## config.mk

```make
export PLATFORM = sky130hd
export DESIGN_NAME = fwt_idx_ram
export DESIGN_NICKNAME = d
export VERILOG_FILES = /design/src/rtl/fwt_idx_ram.sv
export SDC_FILE = /design/constraint.sdc
export NUM_CORES = 1
export LEC_CHECK = 0
export BUFFER_PORTS_ARGS = -buffer_cell sky130_fd_sc_hd__buf_4
export CORE_UTILIZATION = 45
export CTS_CLUSTER_DIAMETER = 30
export DETAILED_ROUTE_END_ITERATION = 6
export SLEW_MARGIN = 10
export SYNTH_ARGS = -nofsm -noshare
export SYNTH_HDL_FRONTEND = slang
export SYNTH_SLANG_ARGS = --single-unit
```

## constraint.sdc

```tcl
create_clock -name clk -period 2.95 [get_ports clk]
set_clock_uncertainty 0.2 [all_clocks]
set_input_delay 0.1475 -clock clk [delete_from_list [all_inputs] [get_ports clk]]
set_output_delay 0.1475 -clock clk [all_outputs]
set_load 0.02 [all_outputs]
```

## src/rtl/fwt_idx_ram.sv

```systemverilog
// Single-port-write, registered-read RAM of slot indexes.
module fwt_idx_ram #(
  parameter int DEPTH = 16,
  parameter int W     = 4
) (
  input  logic                     clk,
  input  logic                     we,
  input  logic [$clog2(DEPTH)-1:0] waddr,
  input  logic [W-1:0]             wdata,
  input  logic [$clog2(DEPTH)-1:0] raddr,
  output logic [W-1:0]             rdata
);

  logic [W-1:0] mem [DEPTH];

  always_ff @(posedge clk) begin
    if (we) begin
      mem[waddr] <= wdata;
    end
    rdata <= mem[raddr];
  end

endmodule

```

==> run metrics <==
syn_area_per_cell=between 20 and 25 sq um; status=finished clean; Stages on worst setup path=4; CP Launch Type=flop; Inserted Clock Buffers=9; Die H=approximately 80 um; Synth Cell Area=2666 sq um; Post-Place Worst Slack=1.136 ns; Post-Syn Instances=130; worst reg2reg startpoint=mem[14][0]; Fin. Hold Viols=0; CP Buf/Inv Count=1; initial antenna violation count=0; RSZ-0062 raised after global routing=no; data required time of the worst path=approximately 3.0 ns; GRT Util Overall=between 10% and 20%; Reg clk slew, reported paths=0.07 ns; simple-gate portion of the synthesized area=6.804%; IO Pins=18; critical path launch point=mem[14][0]; post-route setup slack=between 1 and 1.5 ns; total die area=6237 sq um; combined area of the multi-input logic cells=~620 sq um; CTS Root Cell=clkbuf_8; maxcap violations=0; PwrDens=638.3 nW/um^2; Slew HR=around 55%; via count=around 1,300; placed wire-length estimate=just over 3000 um; Static Leak=approximately 0.0011 uW; first-pass GRT wire length=between 7000 and 8000 um; VDD IR max=between 0.3 and 0.4 mV; Final ANT Viol Nets=0; XOR/XNOR Fraction of Synth Area=0%; fillers=464; global route overflow=0; Worst Setup Path Type=flop to flop; post-synthesis sequential area ratio=roughly 75%; hold crit path type=input pin to flop; capture point of the critical path=rdata[0]; CP Capture Type=flop; final net count=around 180; Clk Latency, worst-skew pair=between 0.3 and 0.4 ns; cell mode on critical path=nand3_1; PortBufs=17; main combinational cell family by area after synthesis=multiplexers; Period Utilization, post-route=about two thirds; r2r setup slk=~1.0 ns; clk buf depth=2; setup TNS=0 ns; Rows=27; post-synthesis mux area share=around 15%; share of cells above drive strength 1=19.88%; core area=~5600 sq um; Max Freq=522.7 MHz; initial drt markers=approximately 70; FF-to-FF path depth=4; htree depth=3; post-synthesis adder-cell area fraction=0%; Synth cell types=17; crit path DAT=approximately 1.9 ns; Net Count, Synth=between 100 and 150; Die W=between 70 and 80 um; Ant. Diodes=0; Pre-Repair DR Iteration Count=4; DR DRC count=0; #FFs+latches synth=68; pin count of the biggest net entering global routing=17; Initial Util=between 40% and 50%; Via density=~5.4; vias in the first global route=1,384; clock sinks=68; number of setup buffers added after CTS=0; Post-Route WL=4427 um; Compound-Gate Fraction of Synth Area=between 1 and 1.5%; reg-to-reg endpoint=rdata[0]; CP max stage delay=approximately 0.55 ns; Routed WL per cell=18.60 um; register area=2002 sq um; YS warnings=0; Critical Path, Cell by Cell=mux4_1, nand3_1, dlygate4sd3_1, nand3_1; P&R area growth vs syn=17.08%; Max Transition Viols Final=0; Setup-failing EPs final=0; slowest CP cell=dlygate4sd3_1; crit path max fanout=1; routability cong.=0.7113; Worst-Margin Slew=approximately 0.67 ns; Largest delay share family, worst path=buffers and inverters; clock period minus worst slack=between 1.5 and 2 ns; CTS tree=done
through the flow:
step	util [%]	std cells	hold slack [ns]	total power, uW	cell area (sq um)
CTS	55.67	238	0.01614	2011	3122
detailed placement	50.71	215	0.2373	1222	2844
finish	55.67	238	0.02092	1993	3122
global route	55.67	238	0.03846	2072	3122
global placement	50.71	215	0.2329	1217	2844
floorplan	-	130	0.04637	1169	2666
cells in the mapped netlist (all sizes together):
cell type	n	area, sq um
a22oi	4	30.03
buf	3	36.28
clkbuf	1	3.750
dfxtp	4	80.08
edfxtp	64	1922
mux4	16	412.9
nand2	5	18.77
nand2b	2	12.51
nand3	9	45.04
nand3b	2	15.01
nor2	13	48.80
nor2b	2	12.51
nor3	4	20.02
or3b	1	8.760
cell usage in the layout (no fill, tap or decap):
cell and instances:
dlygate4sd3_1 7, edfxtp_1 64, nand2b_1 2, bufinv_16 2, nor2_1 13, mux4_1 14, clkinv_2 1, clkbuf_1 2
mux4_2 2, nand3b_1 2, clkinvlp_4 1, dfxtp_1 4, clkinv_1 1, buf_4 17, a22oi_1 4, nand2_1 5
or3b_2 1, nor2b_1 2, nor3_1 4, nand3_1 9, clkbuf_8 9
registers in the layout, indices dropped and copies added (netlist names):
signal	cells
mem	64
rdata	4
logic make-up (layout without fill, tap and decap cells):
kind of cell	count (synthesis)	in the layout
flip-flops	68	68
AND/OR/NAND/NOR	38	38
multiplexers	16	16
AO/OA/AOI/OAI	4	4
buffers and inverters	4	40
final cells by class:
cell class / count / area share [%]
sequential: 68 / 64.13
multi-input combinational: 58 / 20.00
timing repair buffer: 24 / 6.333
clock buffer: 11 / 4.208
tap: 72 / 2.886
clock inverter: 5 / 2.445
power by group:
part           internal (uW)  switching (uW)
combinational           56.0            65.3
clock                    472             315
sequential              1080            5.35
routing by layer:
layer / vias up / global-route usage, % / share of wire [%]
met3: 7 / 5.517 / 3.8
li1: 603 / - / -
met4: 0 / 7.091 / 1.3
met5: - / 0 / 0
met1: 649 / 21.86 / 46
met2: 28 / 26.21 / 49
timing repair:
| action | CTS | global route |
|---|---|---|
| resized for setup | 0 | 0 |
| setup endpoints to repair | 0 | 0 |
| hold buffers | 7 | 0 |
| endpoints found under the hold margin | 68 | 0 |
worst min path at each step:
stage | from | slack (ns) | cells after the start | endpoint
2_1_floorplan | wdata[0] | 0.05 | 0 | mem[0][0]
3_3_place_gp | raddr[2] | 0.23 | 3 | rdata[2]
3_5_place_dp | raddr[2] | 0.24 | 3 | rdata[0]
4_1_cts | waddr[0] | 0.02 | 2 | mem[8][1]
5_1_grt | waddr[0] | 0.04 | 2 | mem[8][1]
6_report | waddr[0] | 0.02 | 2 | mem[12][2]
Power figures use the tool's default switching activity.
