### config.mk
export PLATFORM = sky130hd
export DESIGN_NAME = fwt_match
export DESIGN_NICKNAME = d
export VERILOG_FILES = /design/src/rtl/fwt_pkg.sv /design/src/rtl/fwt_match.sv
export SDC_FILE = /design/constraint.sdc
export NUM_CORES = 1
export LEC_CHECK = 0
export BUFFER_PORTS_ARGS = -buffer_cell sky130_fd_sc_hd__buf_2
export CORE_AREA = 2 2 276 278
export DETAILED_ROUTE_END_ITERATION = 6
export DIE_AREA = 0 0 278 280
export PLACE_DENSITY = 0.33
export SYNTH_ARGS = -nofsm -noshare
export SYNTH_HDL_FRONTEND = slang
export SYNTH_SLANG_ARGS = --single-unit
export TNS_END_PERCENT = 100
### constraint.sdc
create_clock -name vclk -period 4.2
set_input_delay 0 -clock vclk [all_inputs]
set_output_delay 0 -clock vclk [all_outputs]
set_load 0.01 [all_outputs]
### src/rtl/fwt_pkg.sv
// Shared types and constants of the wildcard flow table.
package fwt_pkg;

  typedef struct packed {
    logic [31:0] in_port;
    logic [15:0] eth_type;
    logic [47:0] eth_src;
    logic [47:0] eth_dst;
    logic        syn;
    logic        ack;
    logic [31:0] ip_src;
    logic [31:0] ip_dst;
  } key_t;

  typedef struct packed {
    logic        expired;
    logic        match;
    logic [31:0] hits_new;
  } eval_t;

  localparam logic       CMD_ADD    = 1'b0;
  localparam logic       CMD_LOOKUP = 1'b1;

  localparam logic [1:0] ST_HIT   = 2'd0;
  localparam logic [1:0] ST_MISS  = 2'd1;
  localparam logic [1:0] ST_ADDED = 2'd2;
  localparam logic [1:0] ST_FULL  = 2'd3;

  localparam int WB_IN_PORT  = 0;
  localparam int WB_ETH_TYPE = 1;
  localparam int WB_ETH_SRC  = 2;
  localparam int WB_ETH_DST  = 3;
  localparam int WB_ACK      = 4;
  localparam int WB_IP_SRC   = 5;
  localparam int WB_IP_DST   = 6;

  localparam logic [31:0] PORT_ANY        = 32'hFFFF_FFFF;
  localparam logic [31:0] HITS_MAX        = 32'hFFFF_FFFF;
  localparam logic [31:0] ERASED_MAX      = 32'hFFFF_FFFF;
  localparam logic [15:0] SYN_LIMIT_RESET = 16'd5;
  localparam logic        REG_SYN_LIMIT   = 1'b0;

endpackage

### src/rtl/fwt_match.sv
// Entry evaluation: expiry test, wildcard match and hit update.
module fwt_match #(
  parameter int TIME_BITS = 48
) (
  input  fwt_pkg::key_t        pkt,
  input  logic [TIME_BITS-1:0] now,
  input  logic [15:0]          syn_limit,
  input  fwt_pkg::key_t        e_key,
  input  logic [6:0]           e_wild,
  input  logic [TIME_BITS-1:0] e_expiry,
  input  logic [31:0]          e_idle,
  input  logic [31:0]          e_port,
  input  logic [31:0]          e_hits,
  output fwt_pkg::eval_t       res,
  output logic [TIME_BITS-1:0] expiry_new
);

  localparam int SUMW = ((TIME_BITS > 32) ? TIME_BITS : 32) + 1;
  localparam logic [TIME_BITS-1:0] TMAX = '1;

  logic [SUMW-1:0]      sum;
  logic [TIME_BITS-1:0] refreshed;
  logic                 kill;

  always_comb begin
    res.expired = (e_expiry < now);
    res.match = (e_wild[fwt_pkg::WB_IN_PORT]  || pkt.in_port  == e_key.in_port)
             && (e_wild[fwt_pkg::WB_ETH_TYPE] || pkt.eth_type == e_key.eth_type)
             && (e_wild[fwt_pkg::WB_ETH_SRC]  || pkt.eth_src  == e_key.eth_src)
             && (e_wild[fwt_pkg::WB_ETH_DST]  || pkt.eth_dst  == e_key.eth_dst)
             && (pkt.syn == e_key.syn)
             && (e_wild[fwt_pkg::WB_ACK]      || pkt.ack      == e_key.ack)
             && (e_wild[fwt_pkg::WB_IP_SRC]   || pkt.ip_src   == e_key.ip_src)
             && (e_wild[fwt_pkg::WB_IP_DST]   || pkt.ip_dst   == e_key.ip_dst);
    res.hits_new = (e_hits == fwt_pkg::HITS_MAX) ? e_hits : e_hits + 32'd1;

    // Saturate the idle refresh at the largest time.
    sum = SUMW'(now) + SUMW'(e_idle);
    if (e_idle == 32'd0) begin
      refreshed = e_expiry;
    end else if (sum > SUMW'(TMAX)) begin
      refreshed = TMAX;
    end else begin
      refreshed = sum[TIME_BITS-1:0];
    end

    // SYN-only flow toward a real port hit too often: expire it now.
    kill = (res.hits_new >= 32'(syn_limit)) && e_key.syn && !e_key.ack
        && (e_port != fwt_pkg::PORT_ANY);
    expiry_new = kill ? now : refreshed;
  end

endmodule

==> impl_metrics.yaml <==
synth:
  ys_types: 68
  synthCells: 1149
  yosysWarnings: 0
  syn_nets: 1881
  yosysSeqAreaShare_pct: 0
  synth_area_per_cell_um2: 6.922
  syn_area_mm2: 0.007954
layout:
  ff_latch_area_um2: 0
  layout_commonest_cell: "buf_2"
  final_cell_mix: "714 x buf_2, 241 x xnor2_1, 95 x ha_1, 93 x nand4_1, 90 x nand2_1"
  syn_to_final_growth_pct: 67.45
  num-clock-buffers: 0
  layout-drive-gt1-share_pct: 42.76
  nNetsFinal: 2626
  seq_cells: 0
  fill_cells: 8761
floorplanning:
  die_x_um: 278
  chipHeight_um: 280
  start_util_pct: 10.58
  row_count: 101
  die_area_mm2: 0.07784
  io_pins: 717
  core_mm2: 0.07519
setup_path:
  arrival_ps: 4020
  cp-start-kind: "primary input"
  worst-path-max-fanout: 6
  crit_path_end_kind: "output pin"
  worstPathRequired_ps: 4200
  crit_type: "in2out"
detailed_routing:
  finalWirelength_um: 74160
  initialDrtViolationCount: 621
  post-route-drc-count: 0
  vias: 12030
  drt-pass1-iter-count: 5
  vias_per_cell: 4.159
  ant_nets: 0
  wl_per_cell_um: 25.64
place:
  io_buffers: 717
  dp_slack_ps: -183.8
  place.detailed.hpwl_um: 69260
  gp_congestion: 0.9603
power:
  switching_share_pct: 54.58
  power.switching_mw: 0.8487
  ir_worst_vdd_mv: 0.03017
  p_leak_nw: 6.119
  power_density_mw_per_mm2: 116.7
  intPower_mw: 0.7062
  combPwrFrac_pct: 100.0
  sequentialPowerShare_pct: 0
  clkPwrFrac_pct: 0
grt:
  grt_use_total_pct: 17.91
  use_met1_pct: 20.58
  grt_pass1_wl_um: 98170
  grt-ovfl-total: 0
  grt_max_degree: 52
  grt_use_met2_pct: 31.99
  grt_pass1_vias: 12270
  grt_use_met3_pct: 5.246
  grt.busiest_layer: "met2"
  antenna_found_initial: 79
timing:
  hold_viol: 0
  fin_crit_sh_pct: 95.68
  worst_pin_slew_ps: 812.5
  fin_crit_ps: 4019
  slew_viol_final: 0
  fmax_mhz: 248.8
  setup_viol: 0
  setup_slack_ps: 181.4
  timing.slew.headroom_pct: 45.33
  final.setup.tns_ps: 0
clocking:
  ctsHoldBuffers: 0
run:
  cap_viol_max_count: 0
worst_hold_path:
  min_path_type: "in2out"
run_status:
  status: "finished clean"
## power groups by stage
| stage | clock [mW] | sequential [mW] | combinational (mW) |
|---|---|---|---|
| 2_1_floorplan | 0 | 0 | 0.726 |
| 3_3_place_gp | 0 | 0 | 1.53 |
| 3_5_place_dp | 0 | 0 | 1.54 |
| 4_1_cts | 0 | 0 | 1.55 |
| 5_1_grt | 0.000000547 | 0 | 1.70 |
| 6_report | 0.000000711 | 0 | 1.55 |
## cells in the mapped netlist (26+ instances only)
library cell  instances  area, um2
a21o_1               28      210.2
o22ai_1              31      193.9
xnor2_1             245       2146
a21oi_1              77      385.4
nand2_1              90      337.8
nand3_1              26      130.1
inv_1                75      281.5
ha_1                 96       1201
nor4_1               29      181.4
nand4_1              93      581.8
o21ai_0              76      380.4
nor2_1               51      191.4
## cell type report
class / instances / area, um2 / share of cell area [%]
tap: 978 / 1224 / 9.187
inverter: 75 / 281.5 / 2.114
antenna: 22 / 55.05 / 0.4133
multi-input combinational: 1042 / 7656 / 57.48
timing repair buffer: 775 / 4103 / 30.80
## cell families (layout without fill, tap and decap cells)
| family | after synthesis | count (layout) | share of synthesized area, % |
|---|---|---|---|
| simple gates | 370 | 370 | 25.14 |
| compound gates | 307 | 307 | 24.54 |
| xor+xnor | 264 | 264 | 29.07 |
| buf+inv | 107 | 850 | 5.348 |
| fa+ha+maj | 97 | 97 | 15.35 |
| mux | 4 | 4 | 0.5505 |
| other cells | 0 | 22 | 0 |
## timing repair
item                                    in CTS  in global routing
pin swaps                                    3                 12
buffers inserted                             0                  2
endpoints found under the setup margin      47                 48
hold endpoints to repair                     0                  0
gates resized for setup                      2                 32
cloned                                       0                  2
## stage by stage
stage	utilization, %	std cells	power (mW)	instance area, um2	hold slack [ps]
final	17.71	2892	1.555	13320	334.5
after global placement	17.38	2866	1.535	13070	337.6
after floorplan	-	1149	0.7260	7954	80.06
after detailed placement	17.38	2866	1.538	13070	341.6
after CTS	17.39	2866	1.546	13080	342.8
after global routing	17.70	2887	1.699	13310	364.6
## worst max-delay path, stage by stage
cell	delay [ps]
buf_2	90
nand4_1	210
nor4_4	300
nor2b_4	200
nand3_2	100
buf_6	160
nand2_1	100
xnor2_2	130
ha_1	260
a21o_1	190
a31oi_2	190
o21ai_1	110
o31ai_2	250
buf_4	160
o221ai_1	110
a2111oi_2	380
buf_4	190
a21oi_4	120
buf_12	190
buf_12	120
a211o_1	210
o21ai_0	80
buf_2	160
## per-layer routing
metal	vias to the layer above	share of wire [%]
met5	-	0.40
li1	5770	-
met3	144	7.9
met1	5531	39
met2	538	49
met4	46	3.3
## worst paths after layout
path / startpoint / endpoint / slack, ps / cells past startpoint
hold / removal: now[24] / expiry_new[24] / 330 / 4
setup / recovery: e_hits[20] / expiry_new[1] / 180 / 23
(Power assumes the default switching activity.)
